===== config.mk =====
export PLATFORM = sky130hd
export DESIGN_NAME = nmea_coordinate_to_degrees_top
export DESIGN_NICKNAME = d
export VERILOG_FILES = /design/src/design/ncd_pkg.sv /design/src/design/nmea_coordinate_to_degrees_top.sv
export VERILOG_INCLUDE_DIRS = /design/src /design/src/design
export SDC_FILE = /design/constraint.sdc
export NUM_CORES = 1
export LEC_CHECK = 0
export ABC_AREA = 0
export BUFFER_PORTS_ARGS = -buffer_cell sky130_fd_sc_hd__clkbuf_2
export CORE_MARGIN = 5
export CORE_UTILIZATION = 64
export CTS_BUF_LIST = sky130_fd_sc_hd__clkbuf_16
export DETAILED_ROUTE_END_ITERATION = 6
export GPL_TIMING_DRIVEN = 1
export PLACE_DENSITY_LB_ADDON = 0.2
export SLEW_MARGIN = 10
export SYNTH_ARGS = -nofsm -noshare
export SYNTH_HDL_FRONTEND = slang
export SYNTH_SLANG_ARGS = --single-unit

===== constraint.sdc =====
create_clock -name clk -period 8.21 [get_ports clk]
set_input_delay 2.463 -clock clk [delete_from_list [all_inputs] [get_ports clk]]
set_output_delay 2.463 -clock clk [all_outputs]
set_load 0.02 [all_outputs]

===== src/design/nmea_coordinate_to_degrees_top_macros.svh =====
// Assertion shorthands for the coordinate converter.
`ifndef NMEA_COORDINATE_TO_DEGREES_TOP_MACROS_SVH
`define NMEA_COORDINATE_TO_DEGREES_TOP_MACROS_SVH

// Same-cycle implication, sampled on clk, off during reset.
`define NCD_ASSERT_NOW(lbl, ante, cons, msg) \
  lbl: assert property (@(posedge clk) disable iff (rst) (ante) |-> (cons)) else $error(msg);

// Next-cycle implication, sampled on clk, off during reset.
`define NCD_ASSERT_NEXT(lbl, ante, cons, msg) \
  lbl: assert property (@(posedge clk) disable iff (rst) (ante) |=> (cons)) else $error(msg);

`endif


===== src/design/ncd_pkg.sv =====
package ncd_pkg;

  typedef enum logic [1:0] {
    PH_INT,
    PH_FRAC,
    PH_DONE
  } phase_t;

  localparam int OUT_W = 35;

  localparam logic [7:0] CH_POINT = 8'h2e;
  localparam logic [7:0] CH_ZERO  = 8'h30;
  localparam logic [7:0] CH_NINE  = 8'h39;
  localparam logic [7:0] CH_SOUTH = 8'h53;
  localparam logic [7:0] CH_WEST  = 8'h57;

  function automatic longint unsigned pow10(input int n);
    longint unsigned p;
    p = 64'd1;
    for (int i = 0; i < n; i++) begin
      p = p * 64'd10;
    end
    return p;
  endfunction

endpackage


===== src/design/nmea_coordinate_to_degrees_top.sv =====
// NMEA coordinate field (DDDMM.mmmm) to signed fixed-point decimal degrees.
// Input channel: in_valid / in_stall carry one character of the field per item,
// with field_last on the final character; hemisphere, is_longitude and
// checksum_ok are sampled with that final character.
// Output channel: out_valid / out_stall carry degrees_fixed (two's complement,
// OUT_FRAC_BITS fraction bits) and coord_valid; invalid fields give zero.
// One result per field, only when checksum_ok is high on the last character.
// Throughput: one character per cycle while in_stall is low. The minutes/60
// quotient and remainder are built up one digit per character from constant
// tables, so the last character needs only one add and compare.
// After the last character is accepted, the result passes through the snapshot
// register, then the output register, before it is offered.
// While out_stall holds a result, one more finished field waits in the
// snapshot register and characters keep flowing; in_stall rises only when
// both registers are full.
// Reset (rst, synchronous) clears the parser and empties both registers.
`include "nmea_coordinate_to_degrees_top_macros.svh"

module nmea_coordinate_to_degrees_top #(
  parameter int MAX_DEG_DIGITS = 3,
  parameter int FRAC_DIGITS    = 4,
  parameter int OUT_FRAC_BITS  = 24
) (
  input  logic                             clk,
  input  logic                             rst,
  input  logic                             in_valid,
  output logic                             in_stall,
  input  logic [7:0]                       ch,
  input  logic                             field_last,
  input  logic                             is_longitude,
  input  logic [7:0]                       hemisphere,
  input  logic                             checksum_ok,
  output logic                             out_valid,
  input  logic                             out_stall,
  output logic signed [ncd_pkg::OUT_W-1:0] degrees_fixed,
  output logic                             coord_valid
);

  localparam longint unsigned SCALE = ncd_pkg::pow10(FRAC_DIGITS);
  localparam longint unsigned DENOM = 64'd60 * SCALE;
  localparam longint unsigned HALF  = DENOM / 64'd2;
  localparam longint unsigned ONE_F = 64'd1 << OUT_FRAC_BITS;
  localparam int DW   = $clog2(ncd_pkg::pow10(MAX_DEG_DIGITS));
  localparam int IMAX = MAX_DEG_DIGITS + 2;
  localparam int ICW  = $clog2(IMAX + 1);
  localparam int FCW  = $clog2(FRAC_DIGITS + 1);
  localparam int FIW  = (FRAC_DIGITS > 1) ? $clog2(FRAC_DIGITS) : 1;
  localparam int QW   = OUT_FRAC_BITS + 1;
  localparam int RW   = $clog2(DENOM);
  localparam int MW   = DW + QW + 1;
  localparam int XW   = (MW > ncd_pkg::OUT_W) ? MW : ncd_pkg::OUT_W;

  logic [QW-1:0] mm_q [10][10];
  logic [RW-1:0] mm_r [10][10];
  logic [QW-1:0] fd_q [FRAC_DIGITS][10];
  logic [RW-1:0] fd_r [FRAC_DIGITS][10];

  for (genvar h = 0; h < 10; h++) begin : g_mm_hi
    for (genvar l = 0; l < 10; l++) begin : g_mm_lo
      localparam longint unsigned NUM = 64'(10 * h + l) * SCALE * ONE_F + HALF;
      localparam longint unsigned QV  = NUM / DENOM;
      localparam longint unsigned RV  = NUM % DENOM;
      assign mm_q[h][l] = QW'(QV);
      assign mm_r[h][l] = RW'(RV);
    end
  end

  for (genvar k = 0; k < FRAC_DIGITS; k++) begin : g_fd_pos
    for (genvar d = 0; d < 10; d++) begin : g_fd_dig
      localparam longint unsigned NUM =
        64'(d) * ncd_pkg::pow10(FRAC_DIGITS - 1 - k) * ONE_F;
      localparam longint unsigned QV = NUM / DENOM;
      localparam longint unsigned RV = NUM % DENOM;
      assign fd_q[k][d] = QW'(QV);
      assign fd_r[k][d] = RW'(RV);
    end
  end

  ncd_pkg::phase_t phase, phase_next;
  logic [DW-1:0]   deg, deg_next;
  logic [3:0]      hi, hi_next, lo, lo_next;
  logic [ICW-1:0]  icnt, icnt_next;
  logic [FCW-1:0]  fcnt, fcnt_next;
  logic            perr, perr_next;
  logic [QW-1:0]   qacc, qacc_next;
  logic [RW-1:0]   racc, racc_next;

  logic            is_digit;
  logic [3:0]      dig;
  logic [FIW-1:0]  fidx;
  logic [RW:0]     rsum;

  logic            in_acc, out_load, s1_move;
  logic            fin_emit, fin_ok, fin_neg;

  logic            s1_valid;
  logic [DW-1:0]   s1_deg;
  logic [QW-1:0]   s1_q;
  logic            s1_ok, s1_neg;

  logic [XW-1:0]   mag, val;

  assign out_load = !out_valid || !out_stall;
  assign s1_move  = s1_valid && out_load;
  assign in_stall = s1_valid && !out_load;
  assign in_acc   = in_valid && !in_stall;

  assign is_digit = (ch >= ncd_pkg::CH_ZERO) && (ch <= ncd_pkg::CH_NINE);
  assign dig      = ch[3:0];
  assign fidx     = fcnt[FIW-1:0];
  assign rsum     = {1'b0, racc} + {1'b0, fd_r[fidx][dig]};

  always_comb begin
    phase_next = phase;
    deg_next   = deg;
    hi_next    = hi;
    lo_next    = lo;
    icnt_next  = icnt;
    fcnt_next  = fcnt;
    perr_next  = perr;
    qacc_next  = qacc;
    racc_next  = racc;
    unique case (phase)
      ncd_pkg::PH_INT: begin
        priority if (is_digit) begin
          if (icnt < ICW'(IMAX)) begin
            deg_next  = DW'(deg * DW'(10)) + DW'(hi);
            hi_next   = lo;
            lo_next   = dig;
            icnt_next = icnt + ICW'(1);
          end else begin
            perr_next = 1'b1;
          end
        end else if (ch == ncd_pkg::CH_POINT) begin
          phase_next = ncd_pkg::PH_FRAC;
          qacc_next  = mm_q[hi][lo];
          racc_next  = mm_r[hi][lo];
        end else begin
          perr_next = 1'b1;
        end
      end
      ncd_pkg::PH_FRAC: begin
        if (is_digit) begin
          if (rsum >= (RW + 1)'(DENOM)) begin
            racc_next = RW'(rsum - (RW + 1)'(DENOM));
            qacc_next = qacc + fd_q[fidx][dig] + QW'(1);
          end else begin
            racc_next = RW'(rsum);
            qacc_next = qacc + fd_q[fidx][dig];
          end
          fcnt_next = fcnt + FCW'(1);
          if (fcnt_next >= FCW'(FRAC_DIGITS)) begin
            phase_next = ncd_pkg::PH_DONE;
          end
        end else begin
          perr_next = 1'b1;
        end
      end
      ncd_pkg::PH_DONE: begin
        phase_next = phase;
      end
      default: begin
        phase_next = ncd_pkg::PH_INT;
      end
    endcase
  end

  always_comb begin
    fin_emit = in_acc && field_last && checksum_ok;
    fin_ok   = !perr_next && (phase_next == ncd_pkg::PH_DONE) && (icnt_next >= ICW'(2));
    fin_neg  = is_longitude ? (hemisphere == ncd_pkg::CH_WEST)
                            : (hemisphere == ncd_pkg::CH_SOUTH);
  end

  always_ff @(posedge clk) begin
    if (rst || (in_acc && field_last)) begin
      phase <= ncd_pkg::PH_INT;
      deg   <= '0;
      hi    <= '0;
      lo    <= '0;
      icnt  <= '0;
      fcnt  <= '0;
      perr  <= 1'b0;
      qacc  <= '0;
      racc  <= '0;
    end else if (in_acc) begin
      phase <= phase_next;
      deg   <= deg_next;
      hi    <= hi_next;
      lo    <= lo_next;
      icnt  <= icnt_next;
      fcnt  <= fcnt_next;
      perr  <= perr_next;
      qacc  <= qacc_next;
      racc  <= racc_next;
    end
  end

  always_ff @(posedge clk) begin
    if (rst) begin
      s1_valid <= 1'b0;
    end else if (fin_emit) begin
      s1_valid <= 1'b1;
    end else if (s1_move) begin
      s1_valid <= 1'b0;
    end
  end

  always_ff @(posedge clk) begin
    if (fin_emit) begin
      s1_deg <= deg_next;
      s1_q   <= qacc_next;
      s1_ok  <= fin_ok;
      s1_neg <= fin_neg;
    end
  end

  assign mag = (XW'(s1_deg) << OUT_FRAC_BITS) + XW'(s1_q);
  assign val = s1_neg ? (~mag + XW'(1)) : mag;

  always_ff @(posedge clk) begin
    if (rst) begin
      out_valid <= 1'b0;
    end else if (out_load) begin
      out_valid <= s1_valid;
    end
  end

  always_ff @(posedge clk) begin
    if (s1_move) begin
      degrees_fixed <= s1_ok ? val[ncd_pkg::OUT_W-1:0] : '0;
      coord_valid   <= s1_ok;
    end
  end

  `NCD_ASSERT_NOW(a_invalid_zero, out_valid && !coord_valid, degrees_fixed == '0, "invalid item carries a nonzero value")
  `NCD_ASSERT_NOW(a_rem_bound, 1'b1, racc < RW'(DENOM), "minute remainder out of range")
  `NCD_ASSERT_NEXT(a_field_restart, in_acc && field_last, (phase == ncd_pkg::PH_INT) && (icnt == '0) && !perr, "parser not restarted after last character")
  `NCD_ASSERT_NOW(a_stall_full, in_stall, s1_valid && out_valid, "input stalled with a free register")

endmodule


==> qor.yml <==
synthesis:
  yosysTopAreaCell: "edfxtp_1"
  synth_top_area_share: 0.171
  syn-num-nets: 1737
  synth_ff_type: "dfxtp_1"
  ys_warn_count: 0
  synth_edf_count: 73
  netlist_top_cells_area: "edfxtp_1 17%, dfxtp_1 12%, a21oi_1 6.4%, ha_1 6.3%, nand2_1 5.3%"
  syn_avg_cell_area_um2: 7.81
  ys_seq_area_frac: 0.286
  netlist_area_mm2: 0.0128
  syn_inst: 1645
  async_reset_ff_frac: 0
  synth_seq_cells: 147
  synth.most_common_cell: "nand2_1"
  yosysUniqueCellTypes: 95
  synth_common_cells: "182 x nand2_1, 164 x a21oi_1, 150 x nor2_1"
cells_and_area:
  layout.cells.non_filler: 1917
  layout-drive-gt1-share: 0.0902
  regArea_mm2: 0.00367
  nFillCells: 1568
  multi_input_area_mm2: 0.00861
  fin_util: 0.705
  syn_to_final_growth_pct: 7.56
  fin_nets: 1731
  antenna_cells: 0
clocking:
  cts_buffers: 17
  cts_tree: "done"
  postCtsSetupBuffers: 0
  clock_path_buffers: 2
  cts_hold_buf: 0
  clk_latency_ns: 0.44
  cts_resized: 0
  cts-root-buf: "clkbuf_16"
  cts_sinks: 147
  path_clk_slew_ns: 0.07
  h-tree-depth: 4
worst_setup_path:
  rr_worst_depth: 16
  startpoint_type: "input pin"
  cp.arrival_ns: 7.63
  critPathCapture: "s1_q[22]$_DFFE_PP_"
  crit_path_end_kind: "flop"
  crit_type: "in2reg"
  worstPathRequired_ns: 8.39
  slowest_delay_ns: 0.83
  cp-startpoint: "ch[0]"
  critPathMaxFanout: 32
  critical_path.top_delay_family: "compound AO/OA/AOI/OAI gates"
  worst_path_max_delay_cell: "o41ai_1"
  cp.depth: 16
  r2r_end: "s1_q[22]$_DFFE_PP_"
  cp_num_buf_inv: 1
  reg2reg_setup_slack_ns: 1.86
  rr_startpoint: "fcnt[0]$_SDFFE_PP0P_"
  cp_cell_sequence: "clkbuf_2, nor2b_1, or2_2, o21bai_1, a221oi_1, ha_1, and2_1, a311oi_2, a21oi_1, o41ai_1, o221ai_1, o2bb2ai_1, nand4b_4, o32a_1, nand3_1, or3b_1"
detailed_routing:
  dr.pass1.iters: 7
  routed_wirelength_um: 37500
  vias: 12855
  vias_per_cell: 6.71
  ant_nets: 0
  routedWlPerCell_um: 19.6
  drtIter0Drc: 1711
  drc: 1
placement:
  hpwl_um: 27400
  gp_congestion: 0.977
  io_buffers: 60
  dp.cells: 1885
sta:
  final-hold-violation-count: 0
  worst_pin_slew_ns: 1.09
  skew_ns: 0.0130
  slew_viol_final: 0
  slew_headroom: 0.274
  finalCriticalPeriod_ns: 7.45
  fmax_mhz: 134
  whs_ns: 0.462
  setup-violations-final: 0
  setup_tns_ns: 0
  rsz0062_at_grt: "false"
  period_share: 0.907
floorplan:
  die_w_um: 152
  core-area_mm2: 0.0196
  start_util: 0.656
  die_h_um: 152
  rows: 51
  die-area_mm2: 0.0230
  ios: 61
job:
  maxCapViolations: 0
power_and_ir_drop:
  ir_drop_uv: 168
  cellPowerDensity_mw_per_mm2: 130
  total_power_mw: 1.80
  p_leak_nw: 5.33
global_route:
  overflow: 0
  grt_pass1_wl_um: 59800
  grt_max_degree: 53
  grt_pass1_vias: 11747
  antenna_found_initial: 0
  grt_usage: 0.326
run_status:
  status: "finished, violations left"
  violations: "DRC"
worst_hold_path:
  hold_class: "reg2reg"
## power breakdown
part / internal (mW) / switching (mW)
registers: 0.780 / 0.0130
logic: 0.0917 / 0.159
clock network: 0.401 / 0.355
## metrics by stage
| stage | instance area (µm²) | setup slack, ns |
|---|---|---|
| finish | 13800 | 0.760 |
| CTS | 13800 | 0.833 |
| global placement | 13300 | 0.478 |
| global route | 13800 | 0.446 |
| detailed placement | 13300 | 0.407 |
| floorplan | 12800 | 1.20 |
## cells in the final DEF (no fill, tap or decap), types with 18 or more instances in the layout
cell,synthesis,layout
nand2_1,182,182
a21oi_1,164,164
nor2_1,150,150
o21ai_0,125,125
dfxtp_1,74,74
edfxtp_1,73,73
xnor2_1,71,71
ha_1,65,65
clkbuf_2,0,60
and2_1,49,49
nand3_1,47,47
inv_1,40,40
xor2_1,35,35
nor3_1,28,28
a21o_1,24,24
a211oi_1,24,24
buf_4,0,24
nor2b_1,20,20
and3_1,18,18
o21a_1,18,18
## cell families after synthesis
| kind of cell | count (synthesis) | share of synthesized area |
|---|---|---|
| adder cells (fa/ha/maj) | 69 | 0.0696 |
| multiplexers | 22 | 0.0189 |
| AND/OR/NAND/NOR | 585 | 0.221 |
| XOR/XNOR | 108 | 0.0748 |
| flip-flops | 147 | 0.286 |
| AO/OA/AOI/OAI | 564 | 0.285 |
| buffers and inverters | 150 | 0.0442 |
## cell type report
class,count,share of cell area
well taps,265,0.0240
inverters,41,0.0111
repair buffers,84,0.0348
multi-input cells,1348,0.624
clock buffers,17,0.0308
flip-flops and latches,147,0.266
clock inverters,15,0.00987
## registers in the layout, summed over array words and instances (netlist names), 3 cells and up, named ones only
signal	cells
s1_deg	10
deg	10
fcnt	3
lo	4
degrees_fixed	35
s1_q	25
qacc	25
racc	19
hi	4
icnt	3
## worst min-delay path by stage
stage,start,endpoint,slack [ns],cells after the start
after floorplan,racc[2]$_SDFFE_PP0P_,racc[2]$_SDFFE_PP0P_,0.43,1
after global placement,racc[0]$_SDFFE_PP0P_,racc[0]$_SDFFE_PP0P_,0.44,1
after detailed placement,racc[4]$_SDFFE_PP0P_,racc[4]$_SDFFE_PP0P_,0.45,1
after CTS,racc[1]$_SDFFE_PP0P_,racc[1]$_SDFFE_PP0P_,0.47,1
after global routing,racc[4]$_SDFFE_PP0P_,racc[4]$_SDFFE_PP0P_,0.49,1
final,racc[2]$_SDFFE_PP0P_,racc[2]$_SDFFE_PP0P_,0.46,1
## metal layers
| metal | GRT usage | vias up | wire length, µm |
|---|---|---|---|
| met1 | 0.408 | 5919 | 14700 |
| met5 | 0 | - | 0 |
| met3 | 0.0574 | 157 | 3490 |
| met4 | 0.164 | 0 | 1910 |
| met2 | 0.540 | 734 | 17400 |
| li1 | - | 6045 | - |
Power figures use the tool's default switching activity.
